===== config.mk =====
export PLATFORM = sky130hd
export DESIGN_NAME = mi4_div
export DESIGN_NICKNAME = d
export VERILOG_FILES = /design/src/hdl/mi4_pkg.sv /design/src/hdl/mi4_div.sv
export SDC_FILE = /design/constraint.sdc
export NUM_CORES = 1
export LEC_CHECK = 0
export CAP_MARGIN = 20
export CORE_MARGIN = 2
export CORE_UTILIZATION = 70
export CTS_CLUSTER_DIAMETER = 200
export DETAILED_ROUTE_END_ITERATION = 8
export DONT_BUFFER_PORTS = 1
export GPL_TIMING_DRIVEN = 0
export PLACE_DENSITY = 0.86
export RECOVER_POWER = 25
export SLEW_MARGIN = 10
export SYNTH_ARGS = -nofsm -noshare
export SYNTH_HDL_FRONTEND = slang
export SYNTH_SLANG_ARGS = --single-unit

===== constraint.sdc =====
create_clock -name clk -period 7.6 [get_ports clk]
set_clock_uncertainty 0.05 [all_clocks]
set_input_delay 0 -clock clk [delete_from_list [all_inputs] [get_ports clk]]
set_output_delay 0 -clock clk [all_outputs]
set_load 0.1 [all_outputs]

===== src/hdl/mi4_pkg.sv =====
package mi4_pkg;

  localparam int WORD_BITS = 32;
  localparam int FRAC_BITS = 16;
  localparam int ACC_W     = 64;
  localparam int PROD_W    = 2 * ACC_W;
  localparam int HALF_W    = ACC_W / 2;
  localparam int DIV_STEPS = ACC_W;
  localparam int DCNT_W    = $clog2(DIV_STEPS);
  localparam int LANES     = 4;

  typedef logic signed [ACC_W-1:0]     acc_t;
  typedef logic signed [WORD_BITS-1:0] word_t;

  typedef enum logic [2:0] {
    ST_IDLE,
    ST_MIN,
    ST_COF,
    ST_DET,
    ST_DIV,
    ST_RES,
    ST_OUT
  } state_t;

  // per-lane command: product step cycle, first term, subtract, negate
  typedef struct packed {
    logic       prod;
    logic [2:0] cyc;
    logic       first;
    logic       sub;
    logic       neg;
  } lane_cmd_t;

  localparam logic [2:0] CYC_ROUND = 3'd4;
  localparam logic [2:0] CYC_ACC   = 3'd5;

  localparam acc_t ACC_MAX = {1'b0, {(ACC_W-1){1'b1}}};
  localparam acc_t ACC_MIN = {1'b1, {(ACC_W-1){1'b0}}};
  localparam acc_t WMAX_A  = (acc_t'(1) <<< (WORD_BITS-1)) - acc_t'(1);
  localparam acc_t WMIN_A  = -WMAX_A - acc_t'(1);

  function automatic acc_t sat_addsub(acc_t x, acc_t y, logic sub);
    acc_t s;
    logic ovf;
    s = sub ? x - y : x + y;
    if (sub) begin
      ovf = (x[ACC_W-1] != y[ACC_W-1]) && (s[ACC_W-1] != x[ACC_W-1]);
    end else begin
      ovf = (x[ACC_W-1] == y[ACC_W-1]) && (s[ACC_W-1] != x[ACC_W-1]);
    end
    if (ovf) begin
      s = x[ACC_W-1] ? ACC_MIN : ACC_MAX;
    end
    return s;
  endfunction

  function automatic acc_t sat_neg(acc_t x);
    return (x == ACC_MIN) ? ACC_MAX : -x;
  endfunction

  function automatic word_t sat_word(acc_t x);
    acc_t c;
    c = x;
    if (x > WMAX_A) begin
      c = WMAX_A;
    end else if (x < WMIN_A) begin
      c = WMIN_A;
    end
    return word_t'(c);
  endfunction

  // column pair of each 2x2 minor; the two spare codes are never written back
  function automatic logic [1:0] min_col_a(logic [2:0] j);
    logic [1:0] c;
    case (j)
      3'd0, 3'd1, 3'd2: c = 2'd0;
      3'd3, 3'd4:       c = 2'd1;
      3'd5:             c = 2'd2;
      default:          c = 2'd0;
    endcase
    return c;
  endfunction

  function automatic logic [1:0] min_col_b(logic [2:0] j);
    logic [1:0] c;
    case (j)
      3'd0:       c = 2'd1;
      3'd1, 3'd3: c = 2'd2;
      3'd2, 3'd4, 3'd5: c = 2'd3;
      default:    c = 2'd1;
    endcase
    return c;
  endfunction

  function automatic logic [1:0] set_row_p(logic [1:0] s);
    return (s == 2'd0) ? 2'd2 : 2'd1;
  endfunction

  function automatic logic [1:0] set_row_q(logic [1:0] s);
    return (s == 2'd2) ? 2'd2 : 2'd3;
  endfunction

  // minor used by term t of cofactor row r
  function automatic logic [2:0] cof_v(logic [1:0] r, logic [1:0] t);
    logic [2:0] v;
    case ({r, t})
      4'b00_00: v = 3'd5;
      4'b00_01: v = 3'd4;
      4'b00_10: v = 3'd3;
      4'b01_00: v = 3'd5;
      4'b01_01: v = 3'd2;
      4'b01_10: v = 3'd1;
      4'b10_00: v = 3'd4;
      4'b10_01: v = 3'd2;
      4'b10_10: v = 3'd0;
      4'b11_00: v = 3'd3;
      4'b11_01: v = 3'd1;
      4'b11_10: v = 3'd0;
      default:  v = 3'd0;
    endcase
    return v;
  endfunction

  // column of the x row used by term t of cofactor row r
  function automatic logic [1:0] cof_x(logic [1:0] r, logic [1:0] t);
    logic [1:0] x;
    case ({r, t})
      4'b00_00: x = 2'd1;
      4'b00_01: x = 2'd2;
      4'b00_10: x = 2'd3;
      4'b01_00: x = 2'd0;
      4'b01_01: x = 2'd2;
      4'b01_10: x = 2'd3;
      4'b10_00: x = 2'd0;
      4'b10_01: x = 2'd1;
      4'b10_10: x = 2'd3;
      4'b11_00: x = 2'd0;
      4'b11_01: x = 2'd1;
      4'b11_10: x = 2'd2;
      default:  x = 2'd0;
    endcase
    return x;
  endfunction

endpackage


===== src/hdl/mi4_div.sv =====
module mi4_div import mi4_pkg::*; (
  input  logic             clk,
  input  logic             rst,
  input  logic             start,
  input  logic [ACC_W-1:0] dm,
  output logic             done,
  output logic [ACC_W-1:0] quot
);

  logic              busy;
  logic [DCNT_W-1:0] cnt;
  logic [ACC_W:0]    rem;
  logic [ACC_W-1:0]  dvs;
  logic [ACC_W:0]    shifted;
  logic              fits;

  assign shifted = {rem[ACC_W-1:0], quot[ACC_W-1]};
  assign fits    = shifted >= {1'b0, dvs};

  always_ff @(posedge clk) begin
    if (rst) begin
      busy <= 1'b0;
      done <= 1'b0;
      cnt  <= '0;
    end else begin
      done <= busy && (cnt == DCNT_W'(DIV_STEPS-1));
      if (start) begin
        busy <= 1'b1;
        cnt  <= '0;
      end else if (busy) begin
        cnt <= cnt + 1'b1;
        if (cnt == DCNT_W'(DIV_STEPS-1)) begin
          busy <= 1'b0;
        end
      end
    end
  end

  // restoring division, one quotient bit a cycle
  always_ff @(posedge clk) begin
    if (start) begin
      dvs  <= dm;
      rem  <= '0;
      quot <= (ACC_W'(1) << (2*FRAC_BITS)) + (dm >> 1);
    end else if (busy) begin
      rem  <= fits ? shifted - {1'b0, dvs} : shifted;
      quot <= {quot[ACC_W-2:0], fits};
    end
  end

endmodule


==> impl_metrics.toml <==
[power]
p_per_area_nw_per_um2 = 239
vdd_drop_max_v = 0.000199
power_mw = 3.42
leakage_nw = 5.69

[routing]
wl_per_cell_microns = 23.2
routed_wl_microns = 39800
ant_nets = 0
dr.pass1.iters = 6
num_vias = 11600
vias_per_cell = 6.78
drc = 0
drt_iter0_markers = 1267

[synth]
synth_cell_types = 85
yosysSeqAreaShare_pct = 41.5
avgSynthCellArea_sq_um = 9.18
synth_seq_cells = 200
async_flop_share_pct = 0
syn-num-nets = 1521
synth_ff_type = "edfxtp_1"
synth_cells = 1387
yosys.area.top_type = "edfxtp_1"
netlist_top_cells_area = "edfxtp_1 (30%), dfxtp_1 (11%), ha_1 (6.5%)"
synthesis.area_sq_um = 12700
synth-edff-count = 128
synth_warnings = 0
synth_top_area_share_pct = 30.2

[timing]
fmax_mhz = 224
tns_ps = 0
final.setup.worst_slack_ps = 3140
relSlewSlack_pct = -165
hold_viol = 0
worst_pin_slew_ps = 3980
slew_violations = 65
rsz0062_at_grt = "false"
setup_viol = 0
period_needed_ps = 4460
whs_ps = 28.5
fin_crit_sh_pct = 58.7

[cts]
postCtsSetupRepairBufs = 0
cts_tree = "built"
cts_buffers = 17
cts.path.max_buffers = 2
clock-sinks = 200
clkLatencyLatePin_ps = 450
clkSlewWorstSetupHoldPaths_ps = 80
cts_max_level = 4
cts_root_buffer = "clkbuf_16"

[floorplanning]
dieArea_sq_um = 19300
core_sq_um = 17900
die_y_microns = 139
num_rows = 49
initial_core_util_pct = 71.1
num_io_pins = 132
die_x_microns = 139

[placed_design]
dpl.cell_count = 1617
place_ws_ps = 3270
hpwl_microns = 26200
globalplace.congestion = 1.01
io_buffers = 0
place_area_sq_um = 13000

[setup_path]
crit_family = "compound AO/OA/AOI/OAI gates"
cp.required_ps = 7900
end_kind = "register"
path_cells = "inv_1, ha_1, fa_1, nor2b_1, o31ai_4, a211oi_2, or2_1, a211o_1, a31oi_1, o31ai_1, xnor2_1, o211ai_2, o211a_1"
ff2ff_setup_slack_ps = 3140
worst_ep_arrival_time_ps = 4760
max_stage_delay_ps = 1020
criticalPathCategory = "reg2reg"
cpMaxStageDelayCell = "edfxtp_1"
start_kind = "register"
crit_fanout = 7
path_buf_inv = 1

[final_layout]
insertedDiodeCount = 0
stdcell_count = 1715
layout-drive-gt1-share_pct = 9.22
fin_util_pct = 79.9
syn2layout_area_growth_pct = 12.3
fin_nets = 1608
most-common-layout-cells = "nor2_1 (165), a21oi_1 (158), edfxtp_1 (128)"
final_common_cell = "nor2_1"
finalInstanceArea_sq_um = 14300

[global_route]
grt_max_degree = 65
antenna_found_initial = 1
grt_overflow = 0
first_global_vias = 11400
grtUsageTotal_pct = 40.7
grt_pass1_wl_microns = 61800

[hold_path]
hp-class = "in2reg"

[run]
drv_cap = 1

[status]
outcome = "finished with violations"
violations = "max-capacitance violations, max-slew violations"
## path summary, 6_finish.rpt
path,cells past startpoint,endpoint,startpoint
setup reg to reg,13,rem[40]$_SDFFE_PP0P_,quot[63]$_DFFE_PP_
hold reg to reg,2,cnt[5]$_SDFFE_PP0P_,cnt[5]$_SDFFE_PP0P_
hold / removal,3,rem[55]$_SDFFE_PP0P_,start
setup / recovery,13,rem[40]$_SDFFE_PP0P_,quot[63]$_DFFE_PP_
## state kept, by name, summed over array words and instances (netlist names)
name and count:
done 1, busy 1, dvs 64, cnt 6, rem 64, quot 64
## routing by layer
metal	GRT usage [%]	wire length (microns)
met5	0	29
met4	15.3	1450
met3	8.70	3830
met2	65.5	18400
met1	54.7	16000
## power breakdown
part	leakage, nW	switching, mW	internal (mW)
registers	1.86	0.325	1.27
clock network	0.284	0.470	0.468
logic	3.55	0.570	0.322
## area by class of cell
cell class	instances	area, sq um
Inverter	88	330
Tap cell	229	287
Clock inverter	14	158
Buffer	81	372
Multi-Input combinational cell	1018	6750
Sequential cell	200	5290
Timing Repair Buffer	68	684
Fill cell	1170	3610
Clock buffer	17	425
## timing repair
item	4_1_cts	5_1_grt
gates resized for setup	0	0
endpoints found under the hold margin	200	0
hold buffers	67	0
## cells by family (layout without fill, tap and decap cells)
kind of cell,count (synthesis),count (layout),share of synthesized area [%]
fa+ha+maj,67,67,6.64
simple gates,433,433,16.2
flops,200,200,41.5
compound gates,391,391,20.6
mux,46,46,3.96
xor+xnor,81,81,5.57
buf+inv,169,268,5.51
## cell usage after synthesis (37+ instances only)
cell / number
ha_1: 66
edfxtp_1: 128
a21oi_1: 158
clkbuf_1: 59
xor2_1: 42
xnor2_1: 39
o21ai_0: 51
nand3_1: 37
inv_1: 86
nand2_1: 97
nor2_1: 165
dfxtp_1: 72
## tightest hold or removal path, cell delays in order
cell	delay, ps
clkinv_1	280
nand3_1	150
o41ai_2	60
No activity file was read; power rests on OpenSTA's default activity.
