===== config.mk =====
export PLATFORM = sky130hd
export DESIGN_NAME = mi4_lane
export DESIGN_NICKNAME = d
export VERILOG_FILES = /design/src/hdl/mi4_pkg.sv /design/src/hdl/mi4_lane.sv
export SDC_FILE = /design/constraint.sdc
export NUM_CORES = 2
export LEC_CHECK = 0
export BUFFER_PORTS_ARGS = -buffer_cell sky130_fd_sc_hd__buf_2
export CAP_MARGIN = 20
export CELL_PAD_IN_SITES_DETAIL_PLACEMENT = 0
export CELL_PAD_IN_SITES_GLOBAL_PLACEMENT = 2
export CORE_MARGIN = 2
export CORE_UTILIZATION = 43
export DETAILED_ROUTE_END_ITERATION = 12
export HOLD_SLACK_MARGIN = 0.06
export PLACE_DENSITY = 0.9
export SYNTH_ARGS = -nofsm -noshare
export SYNTH_HDL_FRONTEND = slang
export SYNTH_SLANG_ARGS = --single-unit

===== constraint.sdc =====
create_clock -name clk -period 25.7 [get_ports clk]
set_input_delay 5.14 -clock clk [delete_from_list [all_inputs] [get_ports clk]]
set_output_delay 5.14 -clock clk [all_outputs]
set_load 0.005 [all_outputs]

===== src/hdl/mi4_pkg.sv =====
package mi4_pkg;

  localparam int WORD_BITS = 32;
  localparam int FRAC_BITS = 16;
  localparam int ACC_W     = 64;
  localparam int PROD_W    = 2 * ACC_W;
  localparam int HALF_W    = ACC_W / 2;
  localparam int DIV_STEPS = ACC_W;
  localparam int DCNT_W    = $clog2(DIV_STEPS);
  localparam int LANES     = 4;

  typedef logic signed [ACC_W-1:0]     acc_t;
  typedef logic signed [WORD_BITS-1:0] word_t;

  typedef enum logic [2:0] {
    ST_IDLE,
    ST_MIN,
    ST_COF,
    ST_DET,
    ST_DIV,
    ST_RES,
    ST_OUT
  } state_t;

  // per-lane command: product step cycle, first term, subtract, negate
  typedef struct packed {
    logic       prod;
    logic [2:0] cyc;
    logic       first;
    logic       sub;
    logic       neg;
  } lane_cmd_t;

  localparam logic [2:0] CYC_ROUND = 3'd4;
  localparam logic [2:0] CYC_ACC   = 3'd5;

  localparam acc_t ACC_MAX = {1'b0, {(ACC_W-1){1'b1}}};
  localparam acc_t ACC_MIN = {1'b1, {(ACC_W-1){1'b0}}};
  localparam acc_t WMAX_A  = (acc_t'(1) <<< (WORD_BITS-1)) - acc_t'(1);
  localparam acc_t WMIN_A  = -WMAX_A - acc_t'(1);

  function automatic acc_t sat_addsub(acc_t x, acc_t y, logic sub);
    acc_t s;
    logic ovf;
    s = sub ? x - y : x + y;
    if (sub) begin
      ovf = (x[ACC_W-1] != y[ACC_W-1]) && (s[ACC_W-1] != x[ACC_W-1]);
    end else begin
      ovf = (x[ACC_W-1] == y[ACC_W-1]) && (s[ACC_W-1] != x[ACC_W-1]);
    end
    if (ovf) begin
      s = x[ACC_W-1] ? ACC_MIN : ACC_MAX;
    end
    return s;
  endfunction

  function automatic acc_t sat_neg(acc_t x);
    return (x == ACC_MIN) ? ACC_MAX : -x;
  endfunction

  function automatic word_t sat_word(acc_t x);
    acc_t c;
    c = x;
    if (x > WMAX_A) begin
      c = WMAX_A;
    end else if (x < WMIN_A) begin
      c = WMIN_A;
    end
    return word_t'(c);
  endfunction

  // column pair of each 2x2 minor; the two spare codes are never written back
  function automatic logic [1:0] min_col_a(logic [2:0] j);
    logic [1:0] c;
    case (j)
      3'd0, 3'd1, 3'd2: c = 2'd0;
      3'd3, 3'd4:       c = 2'd1;
      3'd5:             c = 2'd2;
      default:          c = 2'd0;
    endcase
    return c;
  endfunction

  function automatic logic [1:0] min_col_b(logic [2:0] j);
    logic [1:0] c;
    case (j)
      3'd0:       c = 2'd1;
      3'd1, 3'd3: c = 2'd2;
      3'd2, 3'd4, 3'd5: c = 2'd3;
      default:    c = 2'd1;
    endcase
    return c;
  endfunction

  function automatic logic [1:0] set_row_p(logic [1:0] s);
    return (s == 2'd0) ? 2'd2 : 2'd1;
  endfunction

  function automatic logic [1:0] set_row_q(logic [1:0] s);
    return (s == 2'd2) ? 2'd2 : 2'd3;
  endfunction

  // minor used by term t of cofactor row r
  function automatic logic [2:0] cof_v(logic [1:0] r, logic [1:0] t);
    logic [2:0] v;
    case ({r, t})
      4'b00_00: v = 3'd5;
      4'b00_01: v = 3'd4;
      4'b00_10: v = 3'd3;
      4'b01_00: v = 3'd5;
      4'b01_01: v = 3'd2;
      4'b01_10: v = 3'd1;
      4'b10_00: v = 3'd4;
      4'b10_01: v = 3'd2;
      4'b10_10: v = 3'd0;
      4'b11_00: v = 3'd3;
      4'b11_01: v = 3'd1;
      4'b11_10: v = 3'd0;
      default:  v = 3'd0;
    endcase
    return v;
  endfunction

  // column of the x row used by term t of cofactor row r
  function automatic logic [1:0] cof_x(logic [1:0] r, logic [1:0] t);
    logic [1:0] x;
    case ({r, t})
      4'b00_00: x = 2'd1;
      4'b00_01: x = 2'd2;
      4'b00_10: x = 2'd3;
      4'b01_00: x = 2'd0;
      4'b01_01: x = 2'd2;
      4'b01_10: x = 2'd3;
      4'b10_00: x = 2'd0;
      4'b10_01: x = 2'd1;
      4'b10_10: x = 2'd3;
      4'b11_00: x = 2'd0;
      4'b11_01: x = 2'd1;
      4'b11_10: x = 2'd2;
      default:  x = 2'd0;
    endcase
    return x;
  endfunction

endpackage


===== src/hdl/mi4_lane.sv =====
module mi4_lane import mi4_pkg::*; (
  input  logic      clk,
  input  lane_cmd_t cmd,
  input  acc_t      a,
  input  acc_t      b,
  output acc_t      acc
);

  logic [ACC_W-1:0]    amag;
  logic [ACC_W-1:0]    bmag;
  logic [HALF_W-1:0]   ah;
  logic [HALF_W-1:0]   bh;
  logic [2*HALF_W-1:0] part;
  logic [PROD_W-1:0]   part_sh;
  logic [PROD_W-1:0]   prod;
  logic [PROD_W-1:0]   rsum;
  logic [PROD_W-1:0]   rshift;
  logic [ACC_W-1:0]    rlo;
  logic                pneg;
  acc_t                rnd_val;
  acc_t                pr;
  acc_t                base;

  assign amag = a[ACC_W-1] ? ACC_W'(-a) : ACC_W'(a);
  assign bmag = b[ACC_W-1] ? ACC_W'(-b) : ACC_W'(b);
  assign ah   = cmd.cyc[1] ? amag[ACC_W-1:HALF_W] : amag[HALF_W-1:0];
  assign bh   = cmd.cyc[0] ? bmag[ACC_W-1:HALF_W] : bmag[HALF_W-1:0];
  assign part = ah * bh;

  // one 32x32 partial product per cycle, weighted by its half indexes
  assign part_sh = {{(PROD_W-2*HALF_W){1'b0}}, part}
                   << {cmd.cyc[1] & cmd.cyc[0], cmd.cyc[1] ^ cmd.cyc[0], 5'b0};

  // round half away from zero on the magnitude, then saturate
  assign rsum   = prod + (PROD_W'(1) << (FRAC_BITS-1));
  assign rshift = rsum >> FRAC_BITS;
  assign rlo    = (|rshift[PROD_W-1:ACC_W]) ? {ACC_W{1'b1}} : rshift[ACC_W-1:0];
  assign pneg   = a[ACC_W-1] ^ b[ACC_W-1];

  always_comb begin
    if (pneg) begin
      rnd_val = rlo[ACC_W-1] ? ACC_MIN : acc_t'(-rlo);
    end else begin
      rnd_val = rlo[ACC_W-1] ? ACC_MAX : acc_t'(rlo);
    end
  end

  assign base = cmd.first ? acc_t'(0) : acc;

  always_ff @(posedge clk) begin
    if (cmd.prod) begin
      if (cmd.cyc == CYC_ROUND) begin
        pr <= rnd_val;
      end else if (cmd.cyc == CYC_ACC) begin
        acc <= sat_addsub(base, pr, cmd.sub);
      end else begin
        prod <= ((cmd.cyc == 3'd0) ? {PROD_W{1'b0}} : prod) + part_sh;
      end
    end else if (cmd.neg) begin
      acc <= sat_neg(acc);
    end
  end

endmodule


==> summary.txt <==
Critical path
  • Critical path endpoint: prod[125]
  • CP Launch Type: input pin
  • Reg-to-reg slack, setup: ~17 ns
  • Crit path top cell by count: fa_1
  • Crit-path max FO: 19
  • Arrival @ worst endpoint: 21.72 ns
  • Worst Setup End Kind: flip-flop
  • Reg-to-reg startpoint: prod[79]
  • Worst r2r path cells: 21
  • Crit-path max cell delay: 1.04 ns
  • CP max-delay cell: a311oi_1
  • Required time of the critical path: 26.09 ns
  • Critical R2R Capture: pr[46]
  • Worst Setup Path Type: in2reg
  • CP Launch Point: a[1]

Die
  • Die Ht: about 400 µm
  • Top Ports: 200
  • Initial Util: a little over two fifths
  • Cell Rows: approximately 150
  • Core ar.: roughly 160000 µm²
  • Full die area: ~160000 µm²
  • Die width: between 300 and 400 µm

Yosys
  • Syn nets: 9897
  • Compound-gate portion of the synthesized area: 15.3%
  • Top_reg_cell synth: edfxtp_1
  • Post-Synth Adder-Cell Area: 35.3%
  • Mux contribution to synthesized area: less than 1%
  • Top-area cell type share of the netlist area: roughly a quarter
  • Cell type with the largest total area after synthesis: fa_1
  • Post-Syn Instances: 8401
  • FF+latch count, synth: 256
  • YS warnings: 0
  • Synth Cell Area: slightly below 70000 µm²
  • Largest family of logic cells by synthesized area: adder cells
  • Post-Synth XOR/XNOR Area: 6.51%
  • Sequential share of the synthesized area: 11.4%
  • Post-synth EDFFs: 256
  • Avg Inst Size Synth: 8.01 µm²
  • Simple-gate share of the synthesized area: approximately 23%
  • Async set-reset flop share out of synthesis: 0%
  • Unique masters post-synth: 97
  • Top area cells in the synthesized netlist: fa_1 27%, edfxtp_1 11%, ha_1 8.6%

Run
  • Max_cap viols: 0

Finish
  • Area Growth Syn to Fin: 6.68%
  • # nets final: approximately 9900
  • Post-route insts no fill: 10449
  • Final design utilization: 46.1%
  • Layout cells sized above 1: 6.68%

CTS
  • CTS H-tree lvls: 1
  • TritonCTS clock tree: yes
  • PostCTS Resize Cnt: 0
  • Setup Buffers After CTS: 0
  • Cts bufs inserted: 31
  • CTS Hold Bufs: 0
  • CTS Sinks: 256
  • Root Driver: clkbuf_16
  • Clk Latency, worst-skew pair: between 0.6 and 0.7 ns
  • CTS clk-pin slew, worst paths: 0.06 ns
  • Maximum clock path buffer count: 3

Hold path
  • Tightest Hold Check Type: reg2reg

Timing
  • Count of final max-slew check failures: 0
  • Setup Skew: roughly 0.054 ns
  • Min Hold Slack: 0.640 ns
  • Slew at the pin closest to its max-slew limit: 1.32 ns
  • Setup TNS: 0 ns
  • Final Setup Violations: 0
  • Final min period: 21.34 ns
  • Tcrit/Tclk final: a little over 80%
  • Final hold vios: 0
  • Relative slew slack: ~11%
  • Fmax: 46.9 MHz
  • RSZ-0062 raised after global routing: false

Route
  • WL per Instance: 24.9 µm
  • Final ANT Viol Nets: 0
  • Final WL: roughly 260000 µm
  • DR pass1 iterations: 6
  • Residual DRC: 0
  • Via Count: 62206
  • Vias/cell: 5.95
  • DRT iter0 DRCs: 6493

Run status
  • Status: finished clean

Place
  • GPL Wtd Cong: 0.996
  • Placed cell count: 10381
  • Port Buffer Count: 199
  • Final HPWL DP: around 210000 µm

Global routing
  • Vias in the first global route: 61348
  • Pin count of the biggest net entering global routing: 83
  • GR Util All Layers: between 30% and 40%
  • First-pass GRT wire length: between 300000 and 400000 µm
  • Total global routing overflow: 0
  • Initial antenna violation count: 13
-- layout make-up --
cell class | count | area, µm²
Fill cell | 15506 | 84000
Multi-Input combinational cell | 6681 | 54500
Sequential cell | 256 | 7690
Inverter | 1041 | 3910
Tap cell | 2058 | 2570
Timing Repair Buffer | 347 | 2150
Clock buffer | 39 | 806
Clock inverter | 19 | 195
Antenna cell | 8 | 20.0
-- flip-flops by register name, indices dropped and copies added, names as in the netlist --
name and count:
prod 128, pr 64, acc 64
-- worst min path at each step --
stage                  from      end  slack (ns)  cells after the start
global route        prod[0]  prod[0]        0.70                      2
global placement    prod[0]  prod[0]        0.62                      2
detailed placement  prod[0]  prod[0]        0.63                      2
CTS                 prod[0]  prod[0]        0.65                      2
finish              prod[0]  prod[0]        0.64                      2
floorplan           prod[0]  prod[0]        0.61                      2
-- routing by layer --
metal / track usage, % / routed length, µm
met3: 6.83 / 23500
met5: 0 / 33
met1: 47.0 / 116000
met4: 10.2 / 9650
met2: 48.6 / 111000
-- cell usage in the layout (no fill, tap or decap), drive strengths merged, types with 14 or more instances in the layout --
master  Yosys  routed
inv      1038    1039
nor2      988     988
fa        898     898
nand2     834     834
a21oi     538     538
ha        462     462
buf        54     347
o21ai     309     309
xnor2     281     281
edfxtp    256     256
xor2      219     219
a21o      215     215
and2      205     205
nand3     203     203
nor3      158     158
nor2b     138     138
nand4     117     117
or3        94      94
nor4       91      91
and3       77      77
a211oi     67      67
o21bai     63      63
a31oi      62      62
nand2b     61      61
or4        56      56
clkbuf    369      39
o22ai      38      38
or2        37      37
o21a       36      36
o31ai      35      35
mux2i      35      35
and4       27      27
a211o      26      26
o211ai     22      22
nand3b     21      21
a41oi      19      19
o221ai     16      16
o41ai      15      15
clkinv      3      14
-- stage by stage --
stage | area, µm² | worst slack [ns]
2_1_floorplan | 67300 | 6.71
3_3_place_gp | 70700 | 4.33
3_5_place_dp | 70700 | 4.25
4_1_cts | 71700 | 4.91
5_1_grt | 71800 | 3.80
6_report | 71800 | 4.36
-- cells by family after synthesis --
| group | count (synthesis) |
|---|---|
| AOI/OAI and AO/OA | 1619 |
| adders and majority gates | 1360 |
| xor gates and xnor gates | 500 |
| and+or+nand+nor | 3154 |
| muxes | 48 |
| buffers and inverters | 1464 |
| DFF | 256 |
-- synth_stat cells, drive strengths merged, types with 77 or more instances --
cell and number:
nor4 91, and3 77, nand3 203, nand2 834, xor2 219, o21ai 309
nor3 158, fa 898, or3 94, and2 205, xnor2 281, edfxtp 256
a21oi 538, ha 462, clkbuf 369, nor2b 138, inv 1038, a21o 215
nor2 988, nand4 117
-- critical path, delay by kind of cell --
kind / cells / cell delay, ns
buffers and inverters: 7 / 0.70
AO/OA/AOI/OAI: 19 / 5.20
adder cells (fa/ha/maj): 11 / 5.21
XOR/XNOR: 2 / 0.79
AND/OR/NAND/NOR: 13 / 4.62
Power is left out: the tool's default activity adds up to more than one toggle a clock period on the data nets, which glitch-free logic cannot reach.
